[src/rtl/cfd_pkg.sv]
package cfd_pkg;

   localparam int FRAME_BYTES_MAX = 64;
   localparam int OVERHEAD_BYTES  = 6;
   localparam int ADDR_W          = $clog2(FRAME_BYTES_MAX);
   localparam int COUNT_W         = 7;

   typedef logic [7:0]         byte_type;
   typedef logic [COUNT_W-1:0] count_type;
   typedef logic [ADDR_W-1:0]  addr_type;

   typedef enum logic [1:0] {
      STATUS_GOOD     = 2'd0,
      STATUS_LENGTH   = 2'd1,
      STATUS_BAD_TAIL = 2'd2,
      STATUS_CHECKSUM = 2'd3
   } status_type;

   typedef enum logic [1:0] {
      CSR_HEAD_FIRST  = 2'd0,
      CSR_HEAD_SECOND = 2'd1,
      CSR_TAIL        = 2'd2,
      CSR_UNUSED      = 2'd3
   } csr_index_type;

endpackage

[src/rtl/checksummed_frame_deframer_top.sv]
// Collecting: one word per cycle when no result waits; a length error, bad tail,
//   checksum or empty-frame result appears in the cycle after the word causing it,
//   and input is held until that result is taken.
// Readout of a good frame: each payload byte passes RAM read, load and hand-off
//   states in turn, hand-off waiting out rsp_stall; input is stalled meanwhile.
// Reset: synchronous; zeroes byte count, length, state, valid; presets head/tail.
module checksummed_frame_deframer_top
   import cfd_pkg::*;
(
   input  logic       clock,
   input  logic       reset,
   input  logic       req_valid,
   output logic       req_stall,
   input  logic [7:0] req_rx_byte,
   output logic       rsp_valid,
   input  logic       rsp_stall,
   output logic [1:0] rsp_status,
   output logic [7:0] rsp_command,
   output logic [7:0] rsp_payload_byte,
   output logic       rsp_has_byte,
   output logic       rsp_last,
   input  logic       csr_valid,
   output logic       csr_ready,
   input  logic [1:0] csr_index,
   input  logic [7:0] csr_wdata
);

   localparam logic [1:0] ST_COLLECT = 2'd0;
   localparam logic [1:0] ST_READ    = 2'd1;
   localparam logic [1:0] ST_LOAD    = 2'd2;
   localparam logic [1:0] ST_WAIT    = 2'd3;

   logic [1:0] state_ff, state_in;
   byte_type   head_first_ff, head_second_ff, tail_ff;
   count_type  byte_count_ff, byte_count_in;
   byte_type   payload_length_ff, payload_length_in;
   byte_type   sum_ff, sum_in;
   byte_type   chk_ff, chk_in;
   byte_type   cmd_ff, cmd_in;
   addr_type   rd_ptr_ff, rd_ptr_in;
   count_type  rd_left_ff, rd_left_in;

   logic       rsp_valid_ff, rsp_valid_in;
   status_type rsp_status_ff, rsp_status_in;
   byte_type   rsp_command_ff, rsp_command_in;
   byte_type   rsp_payload_ff, rsp_payload_in;
   logic       rsp_has_byte_ff, rsp_has_byte_in;
   logic       rsp_last_ff, rsp_last_in;

   logic       req_accept;
   count_type  count_eff;
   count_type  new_count;
   byte_type   len_eff;
   logic [8:0] frame_len;
   logic       len_big;
   logic       ram_wr_en;
   logic       ram_rd_en;
   byte_type   ram_rd_data;

   // Hold input off during readout or while a result waits; the store is then
   // never written and read in the same stretch, so no forwarding is needed.
   assign req_stall  = (state_ff != ST_COLLECT) || rsp_valid_ff;
   assign req_accept = req_valid && !req_stall;
   assign csr_ready  = 1'b1;

   assign count_eff = (byte_count_ff >= COUNT_W'(FRAME_BYTES_MAX)) ? '0 : byte_count_ff;
   assign new_count = count_eff + COUNT_W'(1);
   assign len_eff   = (new_count == COUNT_W'(4)) ? req_rx_byte : payload_length_ff;
   assign frame_len = {1'b0, len_eff} + 9'(OVERHEAD_BYTES);
   assign len_big   = ({1'b0, req_rx_byte} + 9'(OVERHEAD_BYTES)) > 9'(FRAME_BYTES_MAX);
   assign ram_rd_en = (state_ff == ST_READ);

   cfd_ram #(
      .WIDTH (8),
      .DEPTH (FRAME_BYTES_MAX)
   ) u_store (
      .clock   (clock),
      .wr_en   (ram_wr_en),
      .wr_addr (count_eff[ADDR_W-1:0]),
      .wr_data (req_rx_byte),
      .rd_en   (ram_rd_en),
      .rd_addr (rd_ptr_ff),
      .rd_data (ram_rd_data)
   );

   always_comb begin
      state_in          = state_ff;
      byte_count_in     = byte_count_ff;
      payload_length_in = payload_length_ff;
      sum_in            = sum_ff;
      chk_in            = chk_ff;
      cmd_in            = cmd_ff;
      rd_ptr_in         = rd_ptr_ff;
      rd_left_in        = rd_left_ff;
      ram_wr_en         = 1'b0;
      rsp_valid_in      = rsp_valid_ff && rsp_stall;
      rsp_status_in     = rsp_status_ff;
      rsp_command_in    = rsp_command_ff;
      rsp_payload_in    = rsp_payload_ff;
      rsp_has_byte_in   = rsp_has_byte_ff;
      rsp_last_in       = rsp_last_ff;

      case (state_ff)
         ST_COLLECT: begin
            if (req_accept) begin
               ram_wr_en     = 1'b1;
               byte_count_in = new_count;
               if ((new_count == COUNT_W'(1) && req_rx_byte != head_first_ff) ||
                   (new_count == COUNT_W'(2) && req_rx_byte != head_second_ff)) begin
                  // drop the word and start again
                  byte_count_in     = '0;
                  payload_length_in = '0;
               end else if (new_count == COUNT_W'(4) && len_big) begin
                  byte_count_in     = '0;
                  payload_length_in = '0;
                  rsp_valid_in      = 1'b1;
                  rsp_status_in     = STATUS_LENGTH;
                  rsp_command_in    = '0;
                  rsp_payload_in    = '0;
                  rsp_has_byte_in   = 1'b0;
                  rsp_last_in       = 1'b1;
               end else if ({2'b0, new_count} < frame_len) begin
                  payload_length_in = len_eff;
                  if (new_count == COUNT_W'(3)) begin
                     cmd_in = req_rx_byte;
                     sum_in = req_rx_byte;
                  end else if (new_count >= COUNT_W'(4) &&
                               {2'b0, new_count} < frame_len - 9'd1) begin
                     sum_in = sum_ff + req_rx_byte;
                  end else if ({2'b0, new_count} == frame_len - 9'd1) begin
                     chk_in = req_rx_byte;
                  end
               end else begin
                  // tail word: check tail first, then checksum
                  byte_count_in     = '0;
                  payload_length_in = '0;
                  rsp_command_in    = '0;
                  rsp_payload_in    = '0;
                  rsp_has_byte_in   = 1'b0;
                  rsp_last_in       = 1'b1;
                  rsp_status_in     = STATUS_GOOD;
                  if (req_rx_byte != tail_ff) begin
                     rsp_valid_in  = 1'b1;
                     rsp_status_in = STATUS_BAD_TAIL;
                  end else if (sum_ff != chk_ff) begin
                     rsp_valid_in  = 1'b1;
                     rsp_status_in = STATUS_CHECKSUM;
                  end else if (payload_length_ff == '0) begin
                     rsp_valid_in   = 1'b1;
                     rsp_command_in = cmd_ff;
                  end else begin
                     rd_ptr_in  = ADDR_W'(4);
                     rd_left_in = payload_length_ff[COUNT_W-1:0];
                     state_in   = ST_READ;
                  end
               end
            end
         end
         ST_READ: begin
            state_in = ST_LOAD;
         end
         ST_LOAD: begin
            rsp_valid_in    = 1'b1;
            rsp_status_in   = STATUS_GOOD;
            rsp_command_in  = cmd_ff;
            rsp_payload_in  = ram_rd_data;
            rsp_has_byte_in = 1'b1;
            rsp_last_in     = (rd_left_ff == COUNT_W'(1));
            state_in        = ST_WAIT;
         end
         ST_WAIT: begin
            if (!rsp_stall) begin
               rd_left_in = rd_left_ff - COUNT_W'(1);
               rd_ptr_in  = rd_ptr_ff + ADDR_W'(1);
               state_in   = rsp_last_ff ? ST_COLLECT : ST_READ;
            end
         end
         default: begin
            state_in = ST_COLLECT;
         end
      endcase
   end

   always_ff @(posedge clock) begin
      if (reset) begin
         state_ff          <= ST_COLLECT;
         byte_count_ff     <= '0;
         payload_length_ff <= '0;
         rsp_valid_ff      <= 1'b0;
         head_first_ff     <= 8'd170;
         head_second_ff    <= 8'd170;
         tail_ff           <= 8'd187;
      end else begin
         state_ff          <= state_in;
         byte_count_ff     <= byte_count_in;
         payload_length_ff <= payload_length_in;
         rsp_valid_ff      <= rsp_valid_in;
         if (csr_valid && csr_ready) begin
            case (csr_index_type'(csr_index))
               CSR_HEAD_FIRST:  head_first_ff  <= csr_wdata;
               CSR_HEAD_SECOND: head_second_ff <= csr_wdata;
               CSR_TAIL:        tail_ff        <= csr_wdata;
               default: begin
               end
            endcase
         end
      end
   end

   always_ff @(posedge clock) begin
      sum_ff          <= sum_in;
      chk_ff          <= chk_in;
      cmd_ff          <= cmd_in;
      rd_ptr_ff       <= rd_ptr_in;
      rd_left_ff      <= rd_left_in;
      rsp_status_ff   <= rsp_status_in;
      rsp_command_ff  <= rsp_command_in;
      rsp_payload_ff  <= rsp_payload_in;
      rsp_has_byte_ff <= rsp_has_byte_in;
      rsp_last_ff     <= rsp_last_in;
   end

   assign rsp_valid        = rsp_valid_ff;
   assign rsp_status       = rsp_status_ff;
   assign rsp_command      = rsp_command_ff;
   assign rsp_payload_byte = rsp_payload_ff;
   assign rsp_has_byte     = rsp_has_byte_ff;
   assign rsp_last         = rsp_last_ff;

`ifndef SYNTHESIS
   a_load_presents: assert property (@(posedge clock) disable iff (reset)
      state_ff == ST_LOAD |=> rsp_valid_ff && rsp_has_byte_ff)
      else $error("payload load did not present a word");

   a_last_matches_left: assert property (@(posedge clock) disable iff (reset)
      state_ff == ST_WAIT |-> rsp_last_ff == (rd_left_ff == COUNT_W'(1)))
      else $error("last flag out of step with readout count");

   a_count_in_range: assert property (@(posedge clock) disable iff (reset)
      byte_count_ff < COUNT_W'(FRAME_BYTES_MAX))
      else $error("byte count beyond frame store");

   a_error_single: assert property (@(posedge clock) disable iff (reset)
      rsp_valid_ff && rsp_status_ff != STATUS_GOOD |->
         !rsp_has_byte_ff && rsp_last_ff && state_ff == ST_COLLECT)
      else $error("error result not a lone final word");
`endif

endmodule

[src/rtl/cfd_ram.sv]
module cfd_ram #(
   parameter int WIDTH = 8,
   parameter int DEPTH = 64
) (
   input  logic                     clock,
   input  logic                     wr_en,
   input  logic [$clog2(DEPTH)-1:0] wr_addr,
   input  logic [WIDTH-1:0]         wr_data,
   input  logic                     rd_en,
   input  logic [$clog2(DEPTH)-1:0] rd_addr,
   output logic [WIDTH-1:0]         rd_data
);

   logic [WIDTH-1:0] mem_ff [DEPTH];
   logic [WIDTH-1:0] rd_data_ff;

   always_ff @(posedge clock) begin
      if (wr_en) begin
         mem_ff[wr_addr] <= wr_data;
      end
      if (rd_en) begin
         rd_data_ff <= mem_ff[rd_addr];
      end
   end

   assign rd_data = rd_data_ff;

endmodule
[config.mk]
export PLATFORM = sky130hd
export DESIGN_NAME = checksummed_frame_deframer_top
export DESIGN_NICKNAME = d
export VERILOG_FILES = /design/src/rtl/cfd_pkg.sv /design/src/rtl/checksummed_frame_deframer_top.sv /design/src/rtl/cfd_ram.sv
export SDC_FILE = /design/constraint.sdc
export NUM_CORES = 1
export LEC_CHECK = 0
export ABC_AREA = 1
export BUFFER_PORTS_ARGS = -buffer_cell sky130_fd_sc_hd__buf_2
export CAP_MARGIN = 40
export CORE_ASPECT_RATIO = 0.6
export CORE_MARGIN = 1
export CORE_UTILIZATION = 60
export DETAILED_ROUTE_END_ITERATION = 10
export HOLD_SLACK_MARGIN = 0.15
export MAX_ROUTING_LAYER = met4
export PLACE_DENSITY = 0.78
export REMOVE_ABC_BUFFERS = 1
export SLEW_MARGIN = 20
export SYNTH_ARGS = -nofsm -noshare
export SYNTH_HDL_FRONTEND = slang
export SYNTH_HIERARCHICAL = 1
export SYNTH_SLANG_ARGS = --single-unit
[constraint.sdc]
create_clock -name clock -period 9.7 [get_ports clock]
set_clock_uncertainty 0.1 [all_clocks]
set_input_delay 1.94 -clock clock [delete_from_list [all_inputs] [get_ports clock]]
set_output_delay 1.94 -clock clock [all_outputs]
set_load 0.1 [all_outputs]
==> flow_summary.yaml <==
logic_synthesis:
  async_flop_share_pct: 0
  synth_top_flop_cell: "edfxtp_1"
  synth-edff-count: 577
  yosysMostFrequentCell: "nand2_1"
  post_synth.cell_area_avg_sq_um: 10.7
  ys_warn_count: 6
  yosys-top-cells-count: "nand2_1, edfxtp_1, nand3_1, nor2_1, inv_1"
  synth_area_leaders: "edfxtp_1, nand2_1, nand3_1, dfxtp_1, nor2_1"
  netlist.top_cell.by_area: "edfxtp_1"
  ys_seq_elements: 619
  synth_area_sq_um: 27300
  yosysTopAreaCellShare_pct: 63.5
  yosys.cell_types.count: 50
  synth_cells: 2547
  ys_seq_area_share_pct: 66.6
setup_path:
  worstSetupPathType: "in -> reg"
  crit_start: "req_rx_byte[2]"
  cp-start-kind: "input port"
  cp_max_fo: 70
  required_ns: 9.89
  reg2reg_from: "byte_count_ff[6]"
  worstSetupEndpointType: "flip-flop"
  worstPathArrival_ns: 5.74
floorplan:
  initial_core_util_pct: 60.8
  io_pins: 46
  die_x_um: 277
  die_h_um: 167
  die-area_sq_um: 46300
  design.core.area_sq_um: 44800
  fp-row-count: 60
sta:
  finalHoldViolCount: 0
  setup_violations: 0
  fin_crit_sh_pct: 57.2
  finalSetupTns_ns: 0
  slew_violations: 0
  max_freq_mhz: 180
  slew_headroom_pct: 42.5
  worst_pin_slew_ns: 0.860
  rsz0062_at_grt: "no"
  period_minus_slack_ns: 5.55
clock_tree:
  root_buffer: "clkbuf_16"
  cts_sinks: 619
  cts_resized: 0
  postCtsHoldBufs: 0
  clock_latency_ns: 0.60
  htreeDepth: 2
  clkTransAtPathRegs_ns: 0.06
  cts_buffers: 53
  cts_tree: "done"
  clockBufferDepth: 3
  post_cts_buffers: 0
job:
  maxCapViolCount: 0
hold_path:
  worstHoldStart: "tail_ff[6]"
  hold_class: "reg -> reg"
finish:
  nets: 2659
  layout-drive-gt1-share_pct: 9.43
  syn_to_final_growth_pct: 9.75
  finalInstanceArea_sq_um: 29900
  stdcell_count: 3232
routing:
  drt_iter0_drc: 3007
  num_vias: 19700
  drc: 0
  wl_um: 70200
  wl_per_cell_um: 21.7
  detail-route-antenna-nets: 0
  vias_per_cell: 6.08
  first_pass_iters: 6
pwr:
  cellPowerDensity_nw_per_um2: 173
  leakagePower_nw: 11.4
  ir_drop_mv: 0.158
global_route:
  grt_pass1_vias: 18200
  grt_max_degree: 172
  grt_util_all_layers_pct: 31.3
  grt_overflow: 0
  grt_first_pass_wirelength_um: 107000
  antenna_found_initial: 2
placed_design:
  port_buffers: 44
  dpl-instance-area_sq_um: 27800
  gp_congestion: 0.984
  dpl.hpwl_um: 44200
  placed_cells: 3101
status:
  status: "completed"
[layout make-up]
| cell class | instances | area [sq um] |
|---|---|---|
| diodes | 2 | 5.00 |
| clock buffers | 65 | 1410 |
| clock inverters | 31 | 328 |
| fillers | 3285 | 14900 |
| inverters | 118 | 457 |
| multi-input cells | 1683 | 7840 |
| flip-flops and latches | 619 | 18200 |
| well taps | 589 | 737 |
| repair buffers | 125 | 983 |
[report_power, final]
| group | total [mW] | leakage [nW] | switching [mW] | internal [mW] |
|---|---|---|---|---|
| logic | 0.104 | 4.95 | 0.0788 | 0.0250 |
| clock network | 2.16 | 0.852 | 0.946 | 1.22 |
| registers | 2.92 | 5.56 | 0.00439 | 2.92 |
[final timing paths]
path	end	slack (ns)	cells after the start
max	rd_ptr_ff[1]	4.15	19
min	tail_ff[6]	0.37	2
max reg2reg	rd_ptr_ff[1]	4.27	25
min reg2reg	tail_ff[6]	0.37	2
[flip-flops by register name (all words and copies together), names as in the netlist]
name / flops
u_store/mem_ff: 512
chk_ff: 8
cmd_ff: 8
head_first_ff: 8
head_second_ff: 8
payload_length_ff: 8
rsp_command: 8
rsp_payload_byte: 8
sum_ff: 8
tail_ff: 8
u_store/rd_data: 8
byte_count_ff: 7
rd_left_ff: 7
rd_ptr_ff: 6
rsp_status: 2
state_ff: 2
rsp_has_byte: 1
rsp_last: 1
rsp_valid: 1
[worst max-delay path, stage by stage]
cell     delay [ns]
buf_2          0.09
buf_4          0.53
inv_2          0.20
nand4_1        0.19
nand2_2        0.12
ha_1           0.23
nand2_1        0.13
nand2_2        0.10
ha_1           0.29
nand2_1        0.06
nor4b_1        0.28
o21ai_0        0.15
nand2_1        0.11
nor2_1         0.05
a21oi_1        0.16
nand3_2        0.13
nand2_1        0.13
nor3b_2        0.56
buf_4          0.28
[layer usage]
| layer | wire length (um) | GRT usage [%] | up-vias | part of all wire, % |
|---|---|---|---|---|
| met1 | 30300 | 48.9 | 9345 | 43 |
| met4 | 1370 | 7.10 | 0 | 2.0 |
| met2 | 27900 | 41.0 | 1334 | 40 |
| li1 | - | - | 8871 | - |
| met3 | 10500 | 7.76 | 111 | 15 |
| met5 | 0 | - | - | 0 |
[per-stage QoR]
| stage | utilization, % | total power [mW] | worst slack (ns) | hold WS, ns |
|---|---|---|---|---|
| final | 66.8 | 5.19 | 4.15 | 0.371 |
| after global routing | 66.8 | 5.30 | 3.79 | 0.402 |
| after CTS | 66.0 | 5.19 | 4.19 | 0.372 |
| after detailed placement | 62.1 | 3.08 | 3.61 | 0.363 |
| after global placement | 61.6 | 3.07 | 3.57 | 0.355 |
| after floorplan | - | 3.01 | 1.85 | 0.339 |
[kinds of logic (layout without fill, tap and decap cells)]
family	Yosys count	in the layout	share of synthesized area, %
and+or+nand+nor	1519	1519	24.0
DFF	619	619	66.6
buffers and inverters	245	339	4.65
AOI/OAI and AO/OA	97	97	2.03
adders and majority gates	36	36	1.68
xor gates and xnor gates	30	30	0.964
other	1	3	0.0138
[layout by cell type (no fill, tap or decap), types with 8 or more instances in the layout]
| cell | Yosys | layout |
|---|---|---|
| xnor2_1 | 11 | 11 |
| buf_4 | 11 | 70 |
| xor2_1 | 19 | 19 |
| nand4_1 | 21 | 21 |
| edfxtp_1 | 577 | 577 |
| inv_1 | 111 | 110 |
| clkinv_2 | 1 | 8 |
| or2_2 | 8 | 8 |
| o21ai_0 | 30 | 30 |
| nor2_1 | 132 | 132 |
| dfxtp_1 | 42 | 42 |
| a21oi_1 | 42 | 42 |
| nand3_1 | 479 | 479 |
| ha_1 | 35 | 35 |
| buf_2 | 55 | 44 |
| nor3_1 | 19 | 19 |
| clkbuf_1 | 19 | 8 |
| nand2_1 | 825 | 825 |
| nand2_2 | 17 | 17 |
| clkinv_1 | 0 | 13 |
| clkbuf_16 | 0 | 53 |
Power figures use the tool's default switching activity.
